[config.mk]
export PLATFORM = sky130hd
export DESIGN_NAME = dpsp_div
export DESIGN_NICKNAME = d
export VERILOG_FILES = /design/src/hdl/dpsp_pkg.sv /design/src/hdl/dpsp_div.sv
export SDC_FILE = /design/constraint.sdc
export NUM_CORES = 2
export LEC_CHECK = 0
export BUFFER_PORTS_ARGS = -buffer_cell sky130_fd_sc_hd__buf_4
export CAP_MARGIN = 0
export CELL_PAD_IN_SITES_DETAIL_PLACEMENT = 1
export CELL_PAD_IN_SITES_GLOBAL_PLACEMENT = 2
export CORE_MARGIN = 2
export CORE_UTILIZATION = 39
export DETAILED_ROUTE_END_ITERATION = 7
export PLACE_DENSITY_LB_ADDON = 0.1
export RECOVER_POWER = 100
export SLEW_MARGIN = 40
export SYNTH_ARGS = -nofsm -noshare
export SYNTH_HDL_FRONTEND = slang
export SYNTH_SLANG_ARGS = --single-unit
[constraint.sdc]
create_clock -name clk -period 6.3 [get_ports clk]
set_clock_uncertainty 0.15 [all_clocks]
set_input_delay 0.63 -clock clk [delete_from_list [all_inputs] [get_ports clk]]
set_output_delay 0.63 -clock clk [all_outputs]
set_load 0.01 [all_outputs]
[src/hdl/dpsp_pkg.sv]
// Shared constants, tables, types and helpers of the stereographic projection block.
// Depends on nothing; imported by the top level, dpsp_sincos and dpsp_div.
package dpsp_pkg;

  localparam int ANGLE_FRAC_DEF = 22;
  localparam int COORD_FRAC_DEF = 24;
  localparam int SERIES_TERMS   = 8;

  localparam logic [63:0] HALF_Q30    = 64'h0000_0000_2000_0000;
  localparam logic [31:0] ONE_Q30     = 32'h4000_0000;
  localparam logic [24:0] DEG2RAD_Q30 = 25'd18740330;

  typedef logic [8:0]  divisor_t;
  typedef logic [31:0] recip_t;

  // Series divisors (2k)(2k+1) for sine, (2k-1)(2k) for cosine
  localparam divisor_t SIN_DIV [SERIES_TERMS] = '{
    9'd6, 9'd20, 9'd42, 9'd72, 9'd110, 9'd156, 9'd210, 9'd272};
  localparam divisor_t COS_DIV [SERIES_TERMS] = '{
    9'd2, 9'd12, 9'd30, 9'd56, 9'd90, 9'd132, 9'd182, 9'd240};

  // floor(2^32 / divisor); quotient estimate is low by at most one
  localparam recip_t SIN_RECIP [SERIES_TERMS] = '{
    32'd715827882, 32'd214748364, 32'd102261126, 32'd59652323,
    32'd39045157, 32'd27531841, 32'd20452225, 32'd15790320};
  localparam recip_t COS_RECIP [SERIES_TERMS] = '{
    32'd2147483648, 32'd357913941, 32'd143165576, 32'd76695844,
    32'd47721858, 32'd32537631, 32'd23598721, 32'd17895697};

  // Control that travels with every pipeline stage
  typedef struct packed {
    logic valid;
    logic tag;
  } pipe_ctl_t;

  // Round a Q60 product to Q30, half up
  function automatic logic [63:0] round_q30(input logic [63:0] p);
    return (p + HALF_Q30) >> 30;
  endfunction

  // Magnitude of a value bounded by 2^30 in size
  function automatic logic [30:0] mag31(input logic signed [31:0] v);
    logic signed [31:0] n;
    n = -v;
    return v[31] ? n[30:0] : v[30:0];
  endfunction

endpackage

[src/hdl/dpsp_div.sv]
// Pipelined saturating divide of a Q1.30 coordinate by (1 - z) or (1 + z), result in fixed point.
// Depends on dpsp_pkg for the control type and magnitude helper.
module dpsp_div import dpsp_pkg::*; #(
  parameter int COORD_FRAC_BITS = COORD_FRAC_DEF
) (
  input  logic               clk,
  input  logic               rst,
  input  logic               en,
  input  pipe_ctl_t          ctl_in,
  input  logic signed [31:0] num,
  input  logic [31:0]        den,
  output pipe_ctl_t          ctl_out,
  output logic signed [31:0] quo,
  output logic               sat
);

  localparam int NW = ((31 + COORD_FRAC_BITS > 64) ? 31 + COORD_FRAC_BITS : 64) + 2;
  localparam int BITS_PER_STEP = 2;
  localparam int STEPS = 32 / BITS_PER_STEP;

  // Prep: scale magnitude, test for overflow or zero divisor
  logic [30:0]   mag;
  logic          neg;
  logic [NW-1:0] n_full;
  logic [NW-1:0] n_limit;
  logic [NW-1:0] n_top;

  assign mag     = mag31(num);
  assign neg     = num[31];
  assign n_full  = NW'(mag) << COORD_FRAC_BITS;
  assign n_limit = (NW'(den) << 31) + (neg ? NW'(den) : '0);
  assign n_top   = n_full >> 32;

  pipe_ctl_t   st_ctl [STEPS+1];
  logic        st_neg [STEPS+1];
  logic        st_big [STEPS+1];
  logic [32:0] st_rem [STEPS+1];
  logic [31:0] st_low [STEPS+1];
  logic [31:0] st_den [STEPS+1];
  logic [31:0] st_quo [STEPS+1];

  always_ff @(posedge clk) begin
    if (rst) st_ctl[0] <= '0;
    else if (en) st_ctl[0] <= ctl_in;
  end
  always_ff @(posedge clk) begin
    if (en) begin
      st_neg[0] <= neg;
      st_big[0] <= (n_full >= n_limit);
      st_rem[0] <= n_top[32:0];
      st_low[0] <= n_full[31:0];
      st_den[0] <= den;
      st_quo[0] <= '0;
    end
  end

  // Long division, two quotient bits per stage
  for (genvar s = 0; s < STEPS; s++) begin : g_step
    logic [32:0] r;
    logic [31:0] lo;
    logic [31:0] qq;

    always_comb begin
      r  = st_rem[s];
      lo = st_low[s];
      qq = st_quo[s];
      for (int b = 0; b < BITS_PER_STEP; b++) begin
        r  = {r[31:0], lo[31]};
        lo = {lo[30:0], 1'b0};
        if (r >= {1'b0, st_den[s]}) begin
          r  = r - {1'b0, st_den[s]};
          qq = {qq[30:0], 1'b1};
        end else begin
          qq = {qq[30:0], 1'b0};
        end
      end
    end

    always_ff @(posedge clk) begin
      if (rst) st_ctl[s+1] <= '0;
      else if (en) st_ctl[s+1] <= st_ctl[s];
    end
    always_ff @(posedge clk) begin
      if (en) begin
        st_neg[s+1] <= st_neg[s];
        st_big[s+1] <= st_big[s];
        st_rem[s+1] <= r;
        st_low[s+1] <= lo;
        st_den[s+1] <= st_den[s];
        st_quo[s+1] <= qq;
      end
    end
  end

  // Output: apply sign or saturate
  always_ff @(posedge clk) begin
    if (rst) ctl_out <= '0;
    else if (en) ctl_out <= st_ctl[STEPS];
  end
  always_ff @(posedge clk) begin
    if (en) begin
      sat <= st_big[STEPS];
      if (st_big[STEPS]) quo <= st_neg[STEPS] ? 32'sh8000_0000 : 32'sh7FFF_FFFF;
      else if (st_neg[STEPS]) quo <= -$signed(st_quo[STEPS]);
      else quo <= $signed(st_quo[STEPS]);
    end
  end

endmodule

---- Yosys cells after proc, flatten, opt, wreduce, memory -nomap -nowiden ----
Memory sizes are Yosys's and may differ from the RTL's. A register that Yosys moved wholly into a read port is not among the register bits.
Index checks and enable logic that the tools add are counted.
storage, ports and cells
  input port bits ......................... 69
  memories kept ........................... 7
  register bits after elaboration ......... 33
  memory bits (writable) .................. 2227
  output and inout bits ................... 35
  logic and storage cells ................. 186
cells by class
  multiplexer cells ....................... 92
  $lt $le $gt $ge ......................... 33
  bitwise logic cells ..................... 17
  add/sub/neg operators ................... 35
memory list
  memory           depth  bits a word  rd ports  clocked after Yosys merged registers in  wr ports  line            RTL
  st_rem           17     33           16        0                                        17        dpsp_div.sv:37  logic [32:0] st_rem [STEPS+1];
  st_den           17     32           16        0                                        17        dpsp_div.sv:39  logic [31:0] st_den [STEPS+1];
  st_quo           17     32           17        0                                        17        dpsp_div.sv:40  logic [31:0] st_quo [STEPS+1];
  st_low           17     30           16        0                                        17        dpsp_div.sv:38  logic [31:0] st_low [STEPS+1];
  st_ctl           17     2            17        1                                        17        dpsp_div.sv:34  pipe_ctl_t st_ctl [STEPS+1];
  st_big           17     1            17        0                                        17        dpsp_div.sv:36  logic st_big [STEPS+1];
  1 more memories  --     --           --        --                                       --        --
operators by type and width
  cell                            count
  >= comparator 33 x 32 -> 1 bit  32
  2-to-1 mux 32 bit               20
  2-to-1 mux 33 bit               16
  subtractor 33 x 32 -> 33 bit    16
  subtractor 32 bit               16
  adder 63 x 32 -> 64 bit         1
  >= comparator 55 x 64 -> 1 bit  1
  2-to-1 mux 1 bit                38
  2-to-1 mux 2 bit                17
  negation 32 bit                 1
  2-to-1 mux 31 bit               1
  negation 31 bit                 1
  OR 1 bit                        17

---- Longest topological paths before layout ----
An unclocked memory read counts as a cell.
  depth after elaboration ................. 5
  depth in mapped cells ................... 29

---- Least setup slack after synthesis ----
OpenSTA, ideal clock, no wires.
  path type ............................... register to register
  start point ............................. memory st_den[2][1], in the netlist st_den[0][65]
  end point ............................... memory st_rem[3][1], in the netlist st_rem[0][100] (data pin)
  data required time ...................... 5.890 ns
  slack ................................... -0.231 ns
  setup time .............................. 0.260 ns
  arrival time ............................ 6.121 ns
  stages on the path, launching flop included .. 26
  path buffers ............................ 3
  clock period less this slack ............ 6.531 ns
  cell sequence ........................... edfxtp_1 > inv_1 > ha_1 > nor2b_1 > o31a_1 > o21ai_1 > a31oi_1 > o31ai_1 > o31ai_1 > a31o_2 > a21boi_1 > buf_2 > buf_2 > mux2_2 > ha_1 > a2111oi_0 > o21ai_0 > a221oi_1 > o21a_1 > o21ai_0 > a31o_2 > o311ai_1 > a311oi_1 > a221oi_1 > buf_2 > mux2_2
RTL lines
  what             line
  start, declared  dpsp_div.sv:39
  end, declared    dpsp_div.sv:37

==> results.json <==
{
  "cts_tree": "built",
  "setup_violations": 215,
  "ys_ff_latch": 1410,
  "final_max_slew_viol_count": 130,
  "vias_per_cell": 5.491,
  "syn_to_final_growth_pct": 36.49,
  "wl_per_cell_um": 23.07,
  "drt_iter0_drc": 5553,
  "maxCapViolCount": 2,
  "dieArea_sq_um": 276200,
  "routed_wl_mm": 398.6,
  "place_area_sq_um": 129400,
  "clock-root-buffer": "clkbuf_16",
  "grt_overflow": 0,
  "dp_hpwl_mm": 306.9,
  "die-width_um": 525.5,
  "yosysTopAreaCellShare_pct": 39.86,
  "yosysUniqueCellTypes": 109,
  "grt_pass1_vias": 99836,
  "vias": 94876,
  "worst_ep_required_time_ns": 6.76,
  "synth_area_leaders": "edfxtp_1 (40%), ha_1 (12%), mux2_2 (5.0%)",
  "grt_max_degree": 147,
  "clk_pin_slew_worst_paths_ns": 0.06,
  "rsz0062_at_grt": "true",
  "fin_crit_sh_pct": 102.6,
  "yosysWarnings": 0,
  "globalplace.congestion": 0.9284,
  "place_ws_ns": -0.9650,
  "endpoint_kind": "flip-flop",
  "core_sq_um": 270800,
  "cts_buffers": 176,
  "clk_path_buf_depth": 4,
  "portBuffers": 103,
  "failed_checks": "max-capacitance violations, max-slew violations, negative setup slack",
  "yosysTopAreaCell": "edfxtp_1",
  "syn_inst": 10632,
  "crit_type": "flip-flop to flip-flop",
  "path_max_fanout": 7,
  "drive_gt1_share_pct": 32.19,
  "worst_slew_pin_slew_ns": 3.916,
  "cts.sinks": 1410,
  "syn-num-nets": 11760,
  "syn_area_per_cell_sq_um": 9.976,
  "yosysSeqAreaShare_pct": 39.90,
  "rows": 191,
  "status": "finished, violations left",
  "hold_path_class": "input port to flip-flop",
  "initial_utilization_pct": 39.17,
  "synth_edf_count": 1408,
  "min_period_ns": 6.463,
  "drc_errors": 0,
  "postRouteAntennaNets": 0,
  "fin_ws_ns": -0.1631,
  "clk-insertion-delay-late_ns": 0.88,
  "htree_num_levels": 4,
  "ys.flop_type": "edfxtp_1",
  "first_pass_iters": 6,
  "hold_viol_final": 0,
  "die_h_um": 525.5,
  "syn_area_sq_um": 106100,
  "critPathArrivalTime_ns": 6.93,
  "grt_first_pass_wirelength_mm": 593.8,
  "async_flop_share_pct": 0,
  "ios": 104,
  "cp-start-kind": "flip-flop",
  "nets": 14688,
  "slew-limit-headroom_pct": -161.1,
  "post-route-cell-area_sq_um": 144800,
  "clock.fmax_mhz": 154.7,
  "synth_commonest_cells": "edfxtp_1 (1,408), ha_1 (1,039), a21oi_1 (919)",
  "track_usage_pct": 27.30,
  "synthMostInstantiatedCell": "edfxtp_1",
  "antenna_found_initial": 9
}
==> cell type report <==
class,count,area [sq um]
Sequential cell,1410,42320
Timing Repair Buffer,2978,23870
Antenna cell,6,15.01
Inverter,786,2992
Clock buffer,203,4589
Clock inverter,116,1343
Multi-Input combinational cell,8208,65180
Fill cell,29910,126000
Tap cell,3570,4467
==> per-layer routing <==
metal	global-route usage, %	vias up	wire [um]
li1	-	45491	-
met1	37.88	47517	187200
met2	45.59	1448	187300
met3	2.352	418	13350
met4	7.078	2	10780
met5	0	-	10
==> placed cells by master, fill, tap and decap left out, types with 76 or more instances in the layout <==
| master | count |
|---|---|
| nor3_1 | 146 |
| o21bai_1 | 127 |
| nor2_1 | 604 |
| and2_1 | 85 |
| mux2_4 | 103 |
| a31oi_1 | 82 |
| nor2b_1 | 118 |
| nand2b_1 | 126 |
| nand4_1 | 155 |
| nand3_1 | 172 |
| clkbuf_16 | 203 |
| buf_4 | 2483 |
| xnor2_1 | 578 |
| ha_4 | 106 |
| mux2_2 | 396 |
| and3_1 | 98 |
| a211oi_1 | 76 |
| edfxtp_1 | 1408 |
| ha_1 | 911 |
| inv_1 | 740 |
| o21a_1 | 145 |
| o21ai_0 | 558 |
| a21oi_1 | 796 |
| nand2_1 | 711 |
| a21oi_2 | 107 |
| a21o_1 | 492 |
| clkbuf_4 | 117 |
| clkbuf_1 | 162 |
| xor2_1 | 276 |
==> kinds of logic after synthesis <==
family,share of synthesized area (%)
XOR/XNOR,7.060
multiplexers,5.574
flip-flops,39.90
buffers and inverters,3.749
AO/OA/AOI/OAI,19.30
AND/OR/NAND/NOR,11.79
adder cells (fa/ha/maj),12.63
==> what timing repair did <==
action / CTS / global route
cloned: 15 / 30
gates resized for setup: 454 / 816
setup buffers: 148 / 205
setup endpoints to repair: 487 / 490
hold endpoints to repair: 47 / 0
pin swaps: 156 / 304
hold buffers: 46 / 0
==> worst paths after layout <==
check	startpoint	to	slack [ns]	cells past startpoint
worst max register to register	st_den[0][394]	st_rem[0][459]	-0.16	27
worst max-delay path	st_den[0][394]	st_rem[0][459]	-0.16	27
worst min register to register	st_quo[0][67]	st_quo[0][101]	0.21	0
worst min-delay path	num[26]	st_rem[0][18]	0.07	2
==> registers in the layout, indices dropped and copies added, names as in the netlist <==
signal   flops
st_den     512
st_rem     503
st_quo     272
st_ctl      34
quo         32
st_low      20
st_big      17
st_neg      17
ctl_out      2
sat          1
==> critical path: stages, from the launching register on <==
cell and delay [ns]:
edfxtp_1 0.38, inv_1 0.11, ha_4 0.29, and4_4 0.22, nand3_4 0.08, a311o_1 0.37, a31oi_4 0.24, a21oi_2 0.11
o211a_1 0.26, nor4_2 0.25, buf_4 0.16, nor3_4 0.05, buf_12 0.15, buf_8 0.13, nor2_4 0.11, ha_4 0.21
nor2b_4 0.12, o31a_1 0.25, o31a_1 0.32, or4b_4 0.56, and3_4 0.22, o21ai_4 0.20, a21boi_2 0.11, o221ai_2 0.22
o2111a_2 0.35, inv_8 0.09, clkbuf_16 0.18, mux2_2 0.27
==> per-stage QoR <==
stage | hold slack, ns | TNS [ns] | utilization [%] | cells
final | 0.06560 | -10.70 | 53.47 | 17277
after global routing | 0.04599 | -84.64 | 53.47 | 17277
after CTS | 0.0003496 | -12.28 | 51.46 | 17051
after detailed placement | 0.2556 | -207.22 | 47.79 | 16532
after global placement | 0.2501 | -164.26 | 47.78 | 16531
after floorplan | 0.2503 | -0.0002793 | - | 10632
Power is not shown: default switching activity piles up to over one toggle a cycle in this logic, so the estimate is an artifact.
